File: config.mk
export PLATFORM = sky130hd
export DESIGN_NAME = pfs_div_pipe
export DESIGN_NICKNAME = d
export VERILOG_FILES = /design/src/hdl/phong_fragment_shading_assert.svh /design/src/hdl/pfs_pkg.sv /design/src/hdl/pfs_div_pipe.sv
export SDC_FILE = /design/constraint.sdc
export NUM_CORES = 2
export LEC_CHECK = 0
export ABC_AREA = 1
export ABC_CLOCK_PERIOD_IN_PS = 2790
export BUFFER_PORTS_ARGS = -buffer_cell sky130_fd_sc_hd__buf_2
export CAP_MARGIN = 10
export CORE_ASPECT_RATIO = 1.1
export CORE_UTILIZATION = 63
export DETAILED_ROUTE_END_ITERATION = 8
export PLACE_DENSITY = 0.91
export SYNTH_ARGS = -nofsm -noshare
export SYNTH_HDL_FRONTEND = slang
export SYNTH_SLANG_ARGS = --single-unit
File: constraint.sdc
create_clock -name clock -period 2.79 [get_ports clock]
set_input_delay 0.279 -clock clock [delete_from_list [all_inputs] [get_ports clock]]
set_output_delay 0.279 -clock clock [all_outputs]
set_load 0.005 [all_outputs]
File: src/hdl/phong_fragment_shading_assert.svh
// Assertion macros shared by the shading pipeline modules.
// Define ASSERT_OFF to compile the checks out.
`ifndef PHONG_FRAGMENT_SHADING_ASSERT_SVH
`define PHONG_FRAGMENT_SHADING_ASSERT_SVH
`ifndef ASSERT_OFF
`define PFS_ASSERT_IMPL(label, clk, rst, ante, cons, msg) \
   label: assert property (@(posedge clk) disable iff (rst) (ante) |-> (cons)) else $error(msg);
`define PFS_ASSERT_NEXT(label, clk, rst, ante, cons, msg) \
   label: assert property (@(posedge clk) disable iff (rst) (ante) |=> (cons)) else $error(msg);
`else
`define PFS_ASSERT_IMPL(label, clk, rst, ante, cons, msg)
`define PFS_ASSERT_NEXT(label, clk, rst, ante, cons, msg)
`endif
`endif

File: src/hdl/pfs_pkg.sv
// Shared types and constants of the Phong fragment shading pipeline.
// No dependencies.
`default_nettype none
package pfs_pkg;

   typedef struct packed {
      logic advance;
      logic valid;
   } pipe_ctl_type;

   localparam int CSR_IDX_W  = 3;
   localparam int CSR_DATA_W = 16;
   localparam int SPEC_EXP   = 30;

   typedef enum logic [CSR_IDX_W-1:0] {
      CSR_LIGHT_X    = 3'd0,
      CSR_LIGHT_Y    = 3'd1,
      CSR_LIGHT_Z    = 3'd2,
      CSR_BASE_CHAN0 = 3'd3,
      CSR_BASE_CHAN1 = 3'd4,
      CSR_BASE_CHAN2 = 3'd5,
      CSR_AMBIENT    = 3'd6,
      CSR_DIFF_GAIN  = 3'd7
   } csr_index_type;

   localparam logic [15:0] LIGHT_RESET   = 16'd9459;
   localparam logic [7:0]  BASE0_RESET   = 8'd150;
   localparam logic [7:0]  BASE1_RESET   = 8'd100;
   localparam logic [7:0]  BASE2_RESET   = 8'd244;
   localparam logic [14:0] AMBIENT_RESET = 15'd4915;
   localparam logic [14:0] GAIN_RESET    = 15'd6554;

endpackage
`default_nettype wire

File: src/hdl/pfs_div_pipe.sv
// Pipelined three-lane fraction divider: quotient of num * 2^(QW-1) / den,
// one quotient bit per stage, for num <= den. Depends on pfs_pkg.
`default_nettype none
module pfs_div_pipe #(
   parameter int NW     = 19,
   parameter int QW     = 15,
   parameter int SIDE_W = 1
) (
   input  logic                   clock,
   input  logic                   reset,
   input  pfs_pkg::pipe_ctl_type  ctl,
   input  logic [2:0][NW-1:0]     num_in,
   input  logic [NW-1:0]          den_in,
   input  logic [SIDE_W-1:0]      side_in,
   output logic                   vld_out,
   output logic [2:0][QW-1:0]     quo_out,
   output logic [SIDE_W-1:0]      side_out
);
   logic [2:0][NW:0]   rem_ff  [0:QW];
   logic [2:0][QW-1:0] q_ff    [0:QW];
   logic [NW-1:0]      den_ff  [0:QW];
   logic [SIDE_W-1:0]  side_ff [0:QW];
   logic               vld_ff  [0:QW];
   logic [2:0][NW:0]   rem_in  [1:QW];
   logic [2:0][QW-1:0] q_in    [1:QW];

   always_comb begin
      logic [NW:0] shifted;
      logic        ge;
      for (int j = 1; j <= QW; j++) begin
         for (int i = 0; i < 3; i++) begin
            shifted = (j == 1) ? rem_ff[j-1][i] : {rem_ff[j-1][i][NW-1:0], 1'b0};
            ge      = shifted >= {1'b0, den_ff[j-1]};
            rem_in[j][i] = ge ? shifted - {1'b0, den_ff[j-1]} : shifted;
            q_in[j][i]   = {q_ff[j-1][i][QW-2:0], ge};
         end
      end
   end

   always_ff @(posedge clock) begin
      if (reset) begin
         for (int j = 0; j <= QW; j++) vld_ff[j] <= 1'b0;
      end else if (ctl.advance) begin
         vld_ff[0] <= ctl.valid;
         for (int j = 1; j <= QW; j++) vld_ff[j] <= vld_ff[j-1];
      end
   end

   always_ff @(posedge clock) begin
      if (ctl.advance) begin
         for (int i = 0; i < 3; i++) rem_ff[0][i] <= {1'b0, num_in[i]};
         q_ff[0]    <= '0;
         den_ff[0]  <= den_in;
         side_ff[0] <= side_in;
         for (int j = 1; j <= QW; j++) begin
            rem_ff[j]  <= rem_in[j];
            q_ff[j]    <= q_in[j];
            den_ff[j]  <= den_ff[j-1];
            side_ff[j] <= side_ff[j-1];
         end
      end
   end

   assign vld_out  = vld_ff[QW];
   assign quo_out  = q_ff[QW];
   assign side_out = side_ff[QW];
endmodule
`default_nettype wire

==> run metrics <==
run status=finished clean; Slowest-stage cell, CP=sky130_fd_sc_hd__edfxtp_1; maximum resistive drop on vdd=0.0006293 V; max capacitance violation total=0; proportion of total power due to net switching=46.45%; maximum clock skew at final layout=0.06404 ns; CTS H-tree lvls=4; CTS sink count=1532; Layout Nets=14.85k; type of the most critical hold path=in2reg; CTS tree=built; Core ar.=167000 sq um; number of nets with antenna violations after detailed routing=0; Worst-path clk slew=0.06 ns; sequential-to-total area share from yosys stat=43.33%; wire length of the first global-routing pass=506600 um; Total Routed Length=337900 um; static power due to leakage=56.16 nW; number of nets produced by synthesis=14.37k; number of DRC markers in iteration 0=9809; Finish-stage setup viols=0; Slew @ Worst Pin=0.9916 ns; element type at the critical path end=flip-flop; Clock Tree Buf Depth=3; share of cells above drive strength 1=6.485%; crit-path cells=inv_1 -> ha_1 -> nand2_1 -> inv_1 -> a21oi_1 -> nand2_1 -> nand2_1 -> nand4_1 -> buf_12 -> nand3_1 -> nand2_1; Max stage delay on crit path=0.46 ns; proportion of power drawn by the clock network=17.0%; critical path startpoint category=flip-flop; cell types with the largest area share after synthesis=sky130_fd_sc_hd__edfxtp_1 43%, sky130_fd_sc_hd__nand2_1 18%, sky130_fd_sc_hd__ha_1 10%, sky130_fd_sc_hd__inv_1 5.2%, sky130_fd_sc_hd__nand3_1 4.8%; fraction of power consumed by combinational cells=50.8%; final core area utilization=70.05%; fillcell total=13.05k; total grt overflow=0; cell internal power dissipation=71.85 mW; clock latency on the worst-skew pair=0.88 ns; Die Wd=393.4 um; Mean Syn Cell Area=7.925 sq um; Flop pwr share=32.2%; final-report hold violation count=0; pin count of the biggest net entering global routing=108; vias in the first global route=89.73k; library cell appearing most often on the critical path=sky130_fd_sc_hd__nand2_1; overall via count from detail_route=94.70k; Worst Path Arrival=3.32 ns; number of vias per cell=5.834; I/O pin cnt=128; effective utilization at floorplan=63.59%; Die Area=170200 sq um; Residual DRC=0; number of slew-limit violations in the final report=0; detailed placer's ending HPWL=265400 um; power per unit of standard cell area=1147 nW/um^2; most area-hungry cell type in the Yosys netlist=sky130_fd_sc_hd__edfxtp_1; vertical die dimension=432.6 um; Ys Warns=0; routability congestion estimate from global placement=1.092; setup slack at placement=0.08097 ns; final worst path period share=97.04%; switching power summed over all nets=62.31 mW; gate count of the mapped netlist=13.40k; setup repair after global routing missed its margin=yes; number of flip-flops and latches in the synthesized netlist=1532; maximum fanout along the worst path=22; number of core rows=157; top-area cell type share of the netlist area=43.33%; final critical path time including I/O delays and setup=2.707 ns; CTS root buffer=sky130_fd_sc_hd__clkbuf_16; critical setup path kind=reg2reg; final sum of negative setup slack=0 ns; combined global-route utilization of all metal layers=39.12%; total standard cell area after synthesis=106200 sq um; overall power after layout=134.2 mW; average wire length per cell after detail routing=20.82 um; DRT Pass-1 Iters=7; Port Buffers=127; Layout area overhead=10.16%; number of antenna violations at the first check in global routing=9; endpoint required time on the critical path=3.40 ns; achievable clock frequency=0.3694 GHz; worst setup slack after layout=0.08272 ns; number of different library cells in the post-synthesis netlist=35; max-slew headroom at the worst pin=33.90%; CTS Buf Count=162
-- cells in the mapped netlist --
cell type and instances:
sky130_fd_sc_hd__buf_2 2, sky130_fd_sc_hd__nor3_1 282, sky130_fd_sc_hd__o211ai_1 4, sky130_fd_sc_hd__nand4_1 119, sky130_fd_sc_hd__inv_2 81, sky130_fd_sc_hd__o21a_1 41, sky130_fd_sc_hd__o21ai_1 11, sky130_fd_sc_hd__nand3_1 1028
sky130_fd_sc_hd__and2_1 1, sky130_fd_sc_hd__nor2_2 75, sky130_fd_sc_hd__nand2_1 5173, sky130_fd_sc_hd__buf_8 4, sky130_fd_sc_hd__ha_1 852, sky130_fd_sc_hd__o21bai_1 42, sky130_fd_sc_hd__xor2_1 373, sky130_fd_sc_hd__a211oi_1 2
sky130_fd_sc_hd__nand2_4 1, sky130_fd_sc_hd__a21oi_1 569, sky130_fd_sc_hd__buf_6 81, sky130_fd_sc_hd__inv_4 2, sky130_fd_sc_hd__inv_1 1470, sky130_fd_sc_hd__nand2_2 79, sky130_fd_sc_hd__a21o_1 3, sky130_fd_sc_hd__nor2b_1 39
sky130_fd_sc_hd__fa_1 42, sky130_fd_sc_hd__o21ai_0 170, sky130_fd_sc_hd__nand3b_1 172, sky130_fd_sc_hd__edfxtp_1 1532, sky130_fd_sc_hd__nor2_4 5, sky130_fd_sc_hd__xnor2_1 46, sky130_fd_sc_hd__or2_2 2, sky130_fd_sc_hd__clkbuf_1 1
sky130_fd_sc_hd__nor2_1 1007, sky130_fd_sc_hd__buf_4 85, sky130_fd_sc_hd__nand3_2 1
-- cells by family after synthesis --
| group | count (synthesis) | synth area share (%) |
|---|---|---|
| flip-flops | 1532 | 43.33 |
| XOR/XNOR | 419 | 3.456 |
| AO/OA/AOI/OAI | 842 | 4.186 |
| buffers and inverters | 1726 | 7.025 |
| AND/OR/NAND/NOR | 7984 | 31.17 |
| adder cells (fa/ha/maj) | 894 | 10.83 |
-- sequential cells by signal, indices dropped and copies added, names as in the netlist --
register  flops
rem_ff      855
vld_ff       16
q_ff        360
den_ff      285
side_ff      16
-- placed cells by master (no fill, tap or decap), types with 168 or more instances in the layout --
master                     netlist  layout
sky130_fd_sc_hd__a21oi_1       569     569
sky130_fd_sc_hd__buf_4          85     243
sky130_fd_sc_hd__edfxtp_1     1532    1532
sky130_fd_sc_hd__ha_1          852     851
sky130_fd_sc_hd__inv_1        1470    1467
sky130_fd_sc_hd__nand2_1      5173    5173
sky130_fd_sc_hd__nand3_1      1028    1028
sky130_fd_sc_hd__nand3b_1      172     172
sky130_fd_sc_hd__nor2_1       1007    1005
sky130_fd_sc_hd__nor3_1        282     282
sky130_fd_sc_hd__o21ai_0       170     168
sky130_fd_sc_hd__xor2_1        373     373
-- power groups by stage --
stage               logic (mW)  registers, mW  clock network (mW)
floorplan                 49.7           38.0                   0
global placement          63.9           43.1                   0
detailed placement        65.2           43.0                   0
CTS                       66.0           42.7                23.0
global route              75.3           43.1                23.8
finish                    68.1           43.2                22.8
-- repair_timing --
| action | in CTS | in global routing |
|---|---|---|
| hold buffers | 80 | 0 |
| buffers inserted | 0 | 17 |
| endpoints found under the setup margin | 0 | 99 |
| hold endpoints to repair | 122 | 0 |
| resized for setup | 0 | 16 |
-- final timing paths --
check                     startpoint                 endpoint  slack [ns]  cells after the start
max          den_ff[0][10]$_DFFE_PP_  rem_ff[0][76]$_DFFE_PP_        0.08                     11
min                       num_in[31]  rem_ff[0][32]$_DFFE_PP_        0.11                      2
max reg2reg  den_ff[0][10]$_DFFE_PP_  rem_ff[0][76]$_DFFE_PP_        0.08                     11
min reg2reg   q_ff[1][259]$_DFFE_PP_   q_ff[1][305]$_DFFE_PP_        0.39                      0
-- metal layers --
layer | up-vias | GRT usage, % | wire length [um]
met4 | 10 | 38.38 | 40030
met1 | 42930 | 42.65 | 115500
met2 | 5248 | 63.58 | 152600
met3 | 1582 | 7.538 | 29730
met5 | - | 0 | 70
li1 | 44930 | - | -
-- worst max-delay path, delay by kind of cell, from the launching register on --
| family | cells | cell delay [ns] |
|---|---|---|
| compound gates | 1 | 0.32 |
| fa+ha+maj | 1 | 0.37 |
| buf+inv | 3 | 0.63 |
| flops | 1 | 0.46 |
| simple gates | 6 | 0.67 |
-- cell type report --
| type | instances | area [sq um] | share of cell area (%) |
|---|---|---|---|
| Antenna cell | 6 | 15.01 | 0.01284 |
| Inverter | 1553 | 5853 | 5.004 |
| Clock inverter | 107 | 1458 | 1.246 |
| Tap cell | 2226 | 2785 | 2.381 |
| Multi-Input combinational cell | 10140 | 52730 | 45.08 |
| Clock buffer | 185 | 4140 | 3.540 |
| Timing Repair Buffer | 485 | 3976 | 3.400 |
| Sequential cell | 1532 | 46000 | 39.33 |
-- metrics by stage --
stage	instance area [sq um]	hold WS (ns)	cells
CTS	116800	0.07280	16210
detailed placement	110400	0.4045	15840
global route	116900	0.1112	16230
global placement	110400	0.4003	15840
finish	117000	0.1124	16230
floorplan	106200	0.3779	13400
Power figures use the tool's default switching activity.
