## src/hdl/phong_fragment_shading_assert.svh

```systemverilog
// Assertion macros shared by the shading pipeline modules.
// Define ASSERT_OFF to compile the checks out.
`ifndef PHONG_FRAGMENT_SHADING_ASSERT_SVH
`define PHONG_FRAGMENT_SHADING_ASSERT_SVH
`ifndef ASSERT_OFF
`define PFS_ASSERT_IMPL(label, clk, rst, ante, cons, msg) \
   label: assert property (@(posedge clk) disable iff (rst) (ante) |-> (cons)) else $error(msg);
`define PFS_ASSERT_NEXT(label, clk, rst, ante, cons, msg) \
   label: assert property (@(posedge clk) disable iff (rst) (ante) |=> (cons)) else $error(msg);
`else
`define PFS_ASSERT_IMPL(label, clk, rst, ante, cons, msg)
`define PFS_ASSERT_NEXT(label, clk, rst, ante, cons, msg)
`endif
`endif

```

## src/hdl/pfs_pkg.sv

```systemverilog
// Shared types and constants of the Phong fragment shading pipeline.
// No dependencies.
`default_nettype none
package pfs_pkg;

   typedef struct packed {
      logic advance;
      logic valid;
   } pipe_ctl_type;

   localparam int CSR_IDX_W  = 3;
   localparam int CSR_DATA_W = 16;
   localparam int SPEC_EXP   = 30;

   typedef enum logic [CSR_IDX_W-1:0] {
      CSR_LIGHT_X    = 3'd0,
      CSR_LIGHT_Y    = 3'd1,
      CSR_LIGHT_Z    = 3'd2,
      CSR_BASE_CHAN0 = 3'd3,
      CSR_BASE_CHAN1 = 3'd4,
      CSR_BASE_CHAN2 = 3'd5,
      CSR_AMBIENT    = 3'd6,
      CSR_DIFF_GAIN  = 3'd7
   } csr_index_type;

   localparam logic [15:0] LIGHT_RESET   = 16'd9459;
   localparam logic [7:0]  BASE0_RESET   = 8'd150;
   localparam logic [7:0]  BASE1_RESET   = 8'd100;
   localparam logic [7:0]  BASE2_RESET   = 8'd244;
   localparam logic [14:0] AMBIENT_RESET = 15'd4915;
   localparam logic [14:0] GAIN_RESET    = 15'd6554;

endpackage
`default_nettype wire

```

## src/hdl/pfs_sqrt_pipe.sv

```systemverilog
// Pipelined integer square root, one root bit per stage, with side data.
// Depends on pfs_pkg for the pipeline control struct.
`default_nettype none
module pfs_sqrt_pipe #(
   parameter int RAD_W  = 38,
   parameter int SIDE_W = 1
) (
   input  logic                  clock,
   input  logic                  reset,
   input  pfs_pkg::pipe_ctl_type ctl,
   input  logic [RAD_W-1:0]      rad_in,
   input  logic [SIDE_W-1:0]     side_in,
   output logic                  vld_out,
   output logic [RAD_W/2-1:0]    root_out,
   output logic [SIDE_W-1:0]     side_out
);
   localparam int LW   = RAD_W / 2;
   localparam int REMW = LW + 3;

   logic [REMW-1:0]   rem_ff  [0:LW];
   logic [LW-1:0]     root_ff [0:LW];
   logic [RAD_W-1:0]  rad_ff  [0:LW];
   logic [SIDE_W-1:0] side_ff [0:LW];
   logic              vld_ff  [0:LW];
   logic [REMW-1:0]   rem_in  [1:LW];
   logic [LW-1:0]     root_in [1:LW];

   always_comb begin
      logic [REMW-1:0] rem_sh;
      logic [REMW-1:0] trial;
      for (int k = 1; k <= LW; k++) begin
         rem_sh = {rem_ff[k-1][REMW-3:0], rad_ff[k-1][RAD_W-1-2*(k-1) -: 2]};
         trial  = REMW'({root_ff[k-1], 2'b01});
         if (rem_sh >= trial) begin
            rem_in[k]  = rem_sh - trial;
            root_in[k] = {root_ff[k-1][LW-2:0], 1'b1};
         end else begin
            rem_in[k]  = rem_sh;
            root_in[k] = {root_ff[k-1][LW-2:0], 1'b0};
         end
      end
   end

   always_ff @(posedge clock) begin
      if (reset) begin
         for (int k = 0; k <= LW; k++) vld_ff[k] <= 1'b0;
      end else if (ctl.advance) begin
         vld_ff[0] <= ctl.valid;
         for (int k = 1; k <= LW; k++) vld_ff[k] <= vld_ff[k-1];
      end
   end

   always_ff @(posedge clock) begin
      if (ctl.advance) begin
         rem_ff[0]  <= '0;
         root_ff[0] <= '0;
         rad_ff[0]  <= rad_in;
         side_ff[0] <= side_in;
         for (int k = 1; k <= LW; k++) begin
            rem_ff[k]  <= rem_in[k];
            root_ff[k] <= root_in[k];
            rad_ff[k]  <= rad_ff[k-1];
            side_ff[k] <= side_ff[k-1];
         end
      end
   end

   assign vld_out  = vld_ff[LW];
   assign root_out = root_ff[LW];
   assign side_out = side_ff[LW];
endmodule
`default_nettype wire

```

## config.mk

```make
export PLATFORM = sky130hd
export DESIGN_NAME = pfs_sqrt_pipe
export DESIGN_NICKNAME = d
export VERILOG_FILES = /design/src/hdl/phong_fragment_shading_assert.svh /design/src/hdl/pfs_pkg.sv /design/src/hdl/pfs_sqrt_pipe.sv
export SDC_FILE = /design/constraint.sdc
export NUM_CORES = 1
export LEC_CHECK = 0
export BUFFER_PORTS_ARGS = -buffer_cell sky130_fd_sc_hd__clkbuf_2
export CAP_MARGIN = 20
export CELL_PAD_IN_SITES_DETAIL_PLACEMENT = 1
export CELL_PAD_IN_SITES_GLOBAL_PLACEMENT = 1
export CORE_MARGIN = 3
export CORE_UTILIZATION = 57
export DETAILED_ROUTE_END_ITERATION = 16
export HOLD_SLACK_MARGIN = 0.1
export PLACE_DENSITY_LB_ADDON = 0.1
export SETUP_SLACK_MARGIN = 0.3
export SLEW_MARGIN = 10
export SYNTH_ARGS = -nofsm -noshare
export SYNTH_HDL_FRONTEND = slang
export SYNTH_SLANG_ARGS = --single-unit
```

## constraint.sdc

```tcl
create_clock -name clock -period 4.5 [get_ports clock]
set_clock_uncertainty 0.1 [all_clocks]
set_input_delay 0.9 -clock clock [delete_from_list [all_inputs] [get_ports clock]]
set_output_delay 0.9 -clock clock [all_outputs]
set_load 0.05 [all_outputs]
```

==> qor.json, run 1 <==
{
  "post_placement_worst_setup_slack": {"value": 699, "unit": "ps"},
  "floorplan.die.height": {"value": 281, "unit": "µm"},
  "cts_made_buffers": {"value": 96},
  "syn2layout_area_growth": {"value": 11.1, "unit": "%"},
  "synth_top_area_share": {"value": 66.1, "unit": "%"},
  "route.detailed.vias_per_inst": {"value": 5.89},
  "cts-root-buf": {"value": "clkbuf_16"},
  "drtIter0Drc": {"value": 1616},
  "cp-end-kind": {"value": "register"},
  "setup_viol_count_final": {"value": 0},
  "synth_edf_count": {"value": 947},
  "detailedRoute.firstPassIterationCount": {"value": 6},
  "outcome": {"value": "finished clean"},
  "crit_path_cell_trace": {"value": "ha_1 -> a21o_1 -> nor3_1 -> a211oi_1 -> o41ai_1 -> nand2_1 -> buf_4 -> mux2_2"},
  "ys_async_sr_fraction": {"value": 0, "unit": "%"},
  "synth.lib_cells_used.distinct": {"value": 80},
  "path_max_fanout": {"value": 32},
  "worst_setup_hold_path_clk_slew": {"value": 70, "unit": "ps"},
  "final_design_area_no_fill": {"value": 47800, "unit": "µm²"},
  "critical_path.n_buffers_inverters": {"value": 1},
  "clock_latency_reported_for_the_late_side_of_the_worst_skew_pair": {"value": 690, "unit": "ps"},
  "timing.final.hold_violations": {"value": 0},
  "tightest_slew": {"value": 1090, "unit": "ps"},
  "ys_seq_area_share": {"value": 66.1, "unit": "%"},
  "n_fill_cell": {"value": 7082},
  "detailedPlacementHpwl": {"value": 65.8, "unit": "mm"},
  "insertedDiodeCount": {"value": 0},
  "synth_seq_cells": {"value": 947},
  "p_per_area": {"value": 482, "unit": "nW/µm²"},
  "syn-instance-count": {"value": 3213},
  "grt_pass1_vias": {"value": 27798},
  "floorplan.core_area": {"value": 74600, "unit": "µm²"},
  "floorplan.die_area": {"value": 78800, "unit": "µm²"},
  "critPathTopFamily": {"value": "compound AO/OA/AOI/OAI gates"},
  "cts_hold_buffers": {"value": 0},
  "floorplan.die.width": {"value": 281, "unit": "µm"},
  "first_pass_grt_wire_length": {"value": 153, "unit": "mm"},
  "globalplace.congestion": {"value": 0.886},
  "peakVddDrop": {"value": 0.487, "unit": "mV"},
  "fmaxAchievable": {"value": 269, "unit": "MHz"},
  "remaining_drc_errors": {"value": 0},
  "numPortBuffers": {"value": 63},
  "cts.htree.levels": {"value": 3},
  "placement_rows": {"value": 100},
  "drt.antenna.violating_nets": {"value": 0},
  "synthDominantAreaCellType": {"value": "edfxtp_1"},
  "total_leakage_power": {"value": 18.3, "unit": "nW"},
  "layout.cells.non_filler": {"value": 4384},
  "synth-warning-count": {"value": 0},
  "synthesis.nets": {"value": 3466},
  "critPathRequiredTime": {"value": 4780, "unit": "ps"},
  "clock_sinks": {"value": 947},
  "finalWorstSetupSlack": {"value": 780, "unit": "ps"},
  "period_needed": {"value": 3720, "unit": "ps"},
  "dpl.cell_count": {"value": 4206},
  "post-layout-total-power": {"value": 23.0, "unit": "mW"},
  "grt_setup_unrepaired": {"value": "false"},
  "cts_tree": {"value": "yes"},
  "post_drt_wl_per_cell": {"value": 22.0, "unit": "µm"},
  "post_synth_instance_area": {"value": 43000, "unit": "µm²"},
  "dr_total_vias": {"value": 25820},
  "floorplan.initialDensity": {"value": 57.7, "unit": "%"},
  "detailed_place.area": {"value": 44600, "unit": "µm²"},
  "arrival": {"value": 4000, "unit": "ps"},
  "timing.final.max_slew_violations": {"value": 0},
  "synth.avg_cell_area": {"value": 13.4, "unit": "µm²"},
  "initial_antenna_violation_count": {"value": 0},
  "layout_worst_path_cycle_share": {"value": 82.7, "unit": "%"},
  "ctsLongestPathBuffers": {"value": 3},
  "layout-drive-gt1-share": {"value": 8.93, "unit": "%"},
  "finalNetCount": {"value": 3589},
  "timing_worst_setup_path_type": {"value": "reg2reg"},
  "boundaryPins": {"value": 64},
  "maxSlewHeadroom": {"value": 26.4, "unit": "%"},
  "ys.flop_type": {"value": "edfxtp_1"},
  "routed_wl": {"value": 96.4, "unit": "mm"},
  "min_path_type": {"value": "in2reg"},
  "ys_top_cells_by_area": {"value": "edfxtp_1, ha_1, xnor2_1"},
  "critical_path.max_stage_delay": {"value": 970, "unit": "ps"},
  "grt_max_degree": {"value": 126},
  "groute.usage.overall": {"value": 24.7, "unit": "%"},
  "overflow": {"value": 0},
  "maxCapViolCount": {"value": 0},
  "critPathSlowestCell": {"value": "o41ai_1"},
  "timing.setup.tns": {"value": 0, "unit": "ps"},
  "start_kind": {"value": "register"}
}
[stage by stage]
step | hold WS, ps | utilization [%]
finish | 279 | 64.1
global route | 245 | 64.1
CTS | 230 | 64.1
detailed placement | 305 | 59.7
global placement | 301 | 59.7
floorplan | 300 | -
[cell usage in the layout, fill, tap and decap left out, types with 17 or more instances in the layout]
master and count:
mux2_2 37, xnor2_1 131, o21ai_0 151, nand2b_1 37, clkbuf_16 96, o31ai_1 20
nand3_1 67, clkbuf_1 19, inv_1 260, xor2_1 116, nor2_1 201, a21o_1 51
a211oi_1 18, nor2b_1 32, nand2_1 196, a21oi_1 183, clkinv_2 22, and2_1 25
o211ai_1 17, clkbuf_2 62, buf_4 20, ha_1 210, or3_1 38, o21a_1 55
nand4_1 25, edfxtp_1 947, nor3_1 84, nor4_1 36
[layout make-up]
class	count	area [µm²]	area share, %
clock buffers	115	2470	5.18
clock inverters	62	737	1.54
inverters	261	983	2.06
multi-input cells	1938	13300	27.8
flip-flops and latches	947	28400	59.5
well taps	969	1210	2.54
repair buffers	92	663	1.39
[cells in the mapped netlist (13+ instances only)]
cell and count:
o211ai_1 17, inv_1 260, buf_4 19, and2_1 25, xnor2_1 131, nor3_1 84, o21a_1 55, nand2_1 196
nor4_1 36, a211oi_1 18, edfxtp_1 947, nor2_1 201, ha_1 210, or4_1 15, or3_1 38, a21oi_1 183
nand3_1 67, mux2_2 37, o21ai_0 151, a21o_1 51, nand2b_1 37, or2_2 13, clkbuf_1 38, nor2b_1 32
o31ai_1 20, nand4_1 25, xor2_1 116
[registers in the layout (all words and copies together), names as in the netlist]
register	count
root_ff	190
side_ff	20
rad_ff	380
rem_ff	337
vld_ff	20
[cells by family after synthesis]
| group | count (synthesis) | synth area share, % |
|---|---|---|
| flops | 947 | 66.1 |
| xor+xnor | 247 | 5.03 |
| compound gates | 608 | 8.99 |
| simple gates | 830 | 9.66 |
| buf+inv | 328 | 3.04 |
| fa+ha+maj | 210 | 6.11 |
| mux | 42 | 1.08 |
| other cells | 1 | 0.00871 |
[per-layer routing]
| layer | share of wire [%] | track usage, % |
|---|---|---|
| met5 | 0 | 0 |
| met4 | 2.7 | 7.39 |
| met3 | 3.4 | 3.20 |
| met2 | 52 | 44.2 |
| met1 | 42 | 31.5 |
[final timing paths]
path	slack [ps]	from	cells past startpoint	endpoint
worst min-delay path	280	rad_in[24]	1	rad_ff[0][24]$_DFFE_PP_
worst min register to register	280	rad_ff[8][15]$_DFFE_PP_	0	rad_ff[9][15]$_DFFE_PP_
worst max-delay path	780	rem_ff[17][3]$_DFFE_PP_	8	rem_ff[18][7]$_DFFE_PP_
worst max register to register	780	rem_ff[17][3]$_DFFE_PP_	8	rem_ff[18][7]$_DFFE_PP_
[worst reg2reg max path: cells and delay by family, from the launching register on]
family	cells	cell delay, ps
buf+inv	1	290
simple gates	2	430
fa+ha+maj	1	410
mux	1	360
flops	1	410
compound gates	3	1400
[power by group]
group / total [mW] / switching [mW] / internal, mW
Clock: 8.05 / 3.50 / 4.56
Sequential: 11.5 / 0.581 / 10.9
Combinational: 3.52 / 2.10 / 1.42
[repair_timing]
action                                 4_1_cts  5_1_grt
buffers inserted                             0        0
endpoints found under the hold margin        0        0
resized for setup                            0        1
setup endpoints to repair                    0        1
Note: power is estimated with default switching activity, not from simulation.
==> inputs of run 2 (changes only) <==
--- a/config.mk
+++ b/config.mk
@@ -10,7 +10,7 @@
 export CELL_PAD_IN_SITES_DETAIL_PLACEMENT = 1
 export CELL_PAD_IN_SITES_GLOBAL_PLACEMENT = 1
 export CORE_MARGIN = 3
-export CORE_UTILIZATION = 57
+export CORE_UTILIZATION = 53
 export DETAILED_ROUTE_END_ITERATION = 16
 export HOLD_SLACK_MARGIN = 0.1
 export PLACE_DENSITY_LB_ADDON = 0.1
==> constraint.sdc (replaced) <==
create_clock -name clock -period 3.45 [get_ports clock]
set_clock_uncertainty 0.1 [all_clocks]
set_input_delay 0.69 -clock clock [delete_from_list [all_inputs] [get_ports clock]]
set_output_delay 0.69 -clock clock [all_outputs]
set_load 0.05 [all_outputs]
==> qor.json, run 2 (synthesized netlist as in run 1, its figures left out) <==
{
  "route.detailed.vias_per_inst": {"value": 5.73, "change": "-2.7%"},
  "cts-root-buf": {"value": "clkbuf_16"},
  "maxCapViolCount": {"value": 0, "change": "unchanged"},
  "largest_reg_flops": {"value": 380, "change": "unchanged"},
  "syn2layout_area_growth": {"value": 13.2, "unit": "%"},
  "multi_input_gate_area": {"value": 13500, "unit": "µm²", "change": "+1.3%"},
  "peakVddDrop": {"value": 0.483, "unit": "mV", "change": "-0.78%"},
  "floorplan.die_area": {"value": 84700, "unit": "µm²", "change": "+7.4%"},
  "floorplan.die.height": {"value": 291, "unit": "µm", "change": "+3.6%"},
  "post-layout-total-power": {"value": 30.3, "unit": "mW", "change": "+31%"},
  "clock_sinks": {"value": 947, "change": "unchanged"},
  "critPathRequiredTime": {"value": 3740, "unit": "ps", "change": "-1040 ps"},
  "layout.cells.non_filler": {"value": 4533, "change": "+3.4%"},
  "globalplace.congestion": {"value": 0.875, "change": "-1.2%"},
  "layout-drive-gt1-share": {"value": 10.2, "unit": "%", "change": "+1.3 points"},
  "grt_pass1_vias": {"value": 27766, "change": "-0.12%"},
  "setup_viol_count_final": {"value": 0, "change": "unchanged"},
  "timing.setup.tns": {"value": 0, "unit": "ps", "change": "unchanged"},
  "ctsLongestPathBuffers": {"value": 3, "change": "unchanged"},
  "min_path_type": {"value": "in2reg"},
  "timing.final.hold_violations": {"value": 0, "change": "unchanged"},
  "power_switching_share": {"value": 26.2, "unit": "%", "change": "-0.65 points"},
  "p_per_area": {"value": 622, "unit": "nW/µm²", "change": "+29%"},
  "area.sequential": {"value": 28400, "unit": "µm²", "change": "unchanged"},
  "p_int": {"value": 22.4, "unit": "mW", "change": "+33%"},
  "finish.utilization": {"value": 61.2, "unit": "%", "change": "-2.9 points"},
  "routed_wl": {"value": 95.0, "unit": "mm", "change": "-1.5%"},
  "n_fill_cell": {"value": 7600, "change": "+7.3%"},
  "finalNetCount": {"value": 3661, "change": "+2.0%"},
  "cp-end-kind": {"value": "register"},
  "power_frac_comb": {"value": 15.4, "unit": "%", "change": "about the same"},
  "seq_power_share": {"value": 49.6, "unit": "%", "change": "-0.2 points"},
  "grt_setup_unrepaired": {"value": "false"},
  "top_signal_layer_used": {"value": "met4"},
  "period_needed": {"value": 3060, "unit": "ps", "change": "-661 ps"},
  "placement_rows": {"value": 103, "change": "+3.0%"},
  "path_max_fanout": {"value": 6, "change": "-81%"},
  "first_pass_grt_wire_length": {"value": 153, "unit": "mm", "change": "-0.53%"},
  "worst_setup_hold_path_clk_slew": {"value": 60, "unit": "ps", "change": "about the same"},
  "hold_slack": {"value": 140, "unit": "ps", "change": "-139 ps"},
  "maxSlewHeadroom": {"value": 39.0, "unit": "%", "change": "+13 points"},
  "tightest_slew": {"value": 914, "unit": "ps", "change": "-176 ps"},
  "finalWorstSetupSlack": {"value": 392, "unit": "ps", "change": "-389 ps"},
  "detailedRoute.firstPassIterationCount": {"value": 5, "change": "-1"},
  "timing_worst_setup_path_type": {"value": "reg2reg"},
  "dr_total_vias": {"value": 25986, "change": "+0.64%"},
  "arrival": {"value": 3350, "unit": "ps", "change": "-650 ps"},
  "netSwitchingPower": {"value": 7.92, "unit": "mW", "change": "+28%"},
  "dr_wl_met2": {"value": 44.1, "unit": "mm", "change": "-12%"},
  "cts_tree": {"value": "yes"},
  "cts_made_buffers": {"value": 99, "change": "+3.1%"},
  "mostFrequentLayoutCell": {"value": "edfxtp_1"},
  "floorplan.die.width": {"value": 291, "unit": "µm", "change": "+3.6%"},
  "clkPwrFrac": {"value": 35.0, "unit": "%", "change": "about the same"},
  "total_leakage_power": {"value": 18.6, "unit": "nW", "change": "+1.8%"},
  "detailed_place.area": {"value": 44900, "unit": "µm²", "change": "+0.74%"},
  "floorplan.core_area": {"value": 79600, "unit": "µm²", "change": "+6.8%"},
  "drt.antenna.violating_nets": {"value": 0, "change": "unchanged"},
  "numPortBuffers": {"value": 63, "change": "unchanged"},
  "cts.htree.levels": {"value": 3, "change": "unchanged"},
  "layout_worst_path_cycle_share": {"value": 88.7, "unit": "%", "change": "+6.0 points"},
  "groute.usage.overall": {"value": 22.5, "unit": "%", "change": "-2.2 points"},
  "grt_max_degree": {"value": 124, "change": "-1.6%"},
  "initial_antenna_violation_count": {"value": 0, "change": "unchanged"},
  "drtIter0Drc": {"value": 2124, "change": "+31%"},
  "overflow": {"value": 0, "change": "unchanged"},
  "timing.final.max_slew_violations": {"value": 0, "change": "unchanged"},
  "fmaxAchievable": {"value": 327, "unit": "MHz", "change": "+22%"},
  "clock_latency_reported_for_the_late_side_of_the_worst_skew_pair": {"value": 660, "unit": "ps", "change": "-30 ps"},
  "remaining_drc_errors": {"value": 0, "change": "unchanged"},
  "boundaryPins": {"value": 64, "change": "unchanged"},
  "final_design_area_no_fill": {"value": 48700, "unit": "µm²", "change": "+1.9%"},
  "routedLengthMet1": {"value": 44.9, "unit": "mm", "change": "+11%"},
  "detailedPlacementHpwl": {"value": 66.0, "unit": "mm", "change": "+0.31%"},
  "route.met3.wl": {"value": 4.00, "unit": "mm", "change": "+22%"},
  "floorplan.initialDensity": {"value": 54.0, "unit": "%", "change": "-3.7 points"},
  "largestRegisters": {"value": "rad_ff (380), rem_ff (337), root_ff (190)"},
  "post_drt_wl_per_cell": {"value": 21.0, "unit": "µm", "change": "-4.7%"},
  "dpl.cell_count": {"value": 4314, "change": "+2.6%"},
  "post_placement_worst_setup_slack": {"value": 210, "unit": "ps", "change": "-489 ps"},
  "largest_register_by_flop_count": {"value": "rad_ff"},
  "insertedDiodeCount": {"value": 0, "change": "unchanged"},
  "final_cell_mix": {"value": "edfxtp_1, inv_1, ha_1, nor2_1, nand2_1"},
  "start_kind": {"value": "register"},
  "outcome": {"value": "finished clean"}
}
[run 2: changes by cell type in the layout (fill, tap and decap cells not counted), sizes merged]
cell / delta
clkbuf: +3
dlygate4sd3: +38
inv: +2
buf: +31
bufinv: +2
clkinv: -8
[run 2: layout make-up]
cell class | instances | share of cell area, %
Clock inverter | 58 | 1.37
Tap cell | 1050 | 2.70
Timing Repair Buffer | 161 | 2.64
Multi-Input combinational cell | 1938 | 27.6
Inverter | 261 | 2.01
Clock buffer | 118 | 5.28
Sequential cell | 947 | 58.4
[run 2: critical path: stages, from the launching register on]
cell and delay (ps):
edfxtp_1 400, inv_1 100, ha_2 310, a2111o_1 510, nor4bb_4 330, o21ai_1 140, o21bai_1 260, o22ai_2 360
nor2_1 120, xor2_1 160
[run 2: final timing paths]
kind         cells past startpoint                     start                        to  slack (ps)
min reg2reg                      0   rad_ff[8][15]$_DFFE_PP_   rad_ff[9][15]$_DFFE_PP_         310
max                              9  root_ff[2][47]$_DFFE_PP_  rem_ff[11][17]$_DFFE_PP_         390
min                              1                rad_in[16]   rad_ff[0][16]$_DFFE_PP_         140
max reg2reg                      9  root_ff[2][47]$_DFFE_PP_  rem_ff[11][17]$_DFFE_PP_         390
[run 2: metal layers]
layer  GRT usage, %  vias to the layer above
met3           2.98                      151
li1               -                    12294
met4           6.08                        0
met5              0                        -
met1           32.3                    13011
met2           36.3                      530
[run 2: power groups by stage]
stage	registers (mW)	clock network, mW	logic, mW
2_1_floorplan	14.8	0	3.21
3_3_place_gp	15.2	0	4.29
3_5_place_dp	15.2	0	4.49
4_1_cts	15.0	10.9	4.60
5_1_grt	15.1	11.4	5.21
6_report	15.0	10.6	4.66
[run 2: timing repair]
item / CTS / global route
gates resized for setup: 7 / 32
endpoints found under the setup margin: 22 / 93
hold endpoints to repair: 38 / 0
pin swaps: 0 / 2
buffers inserted: 0 / 5
hold buffers: 38 / 0
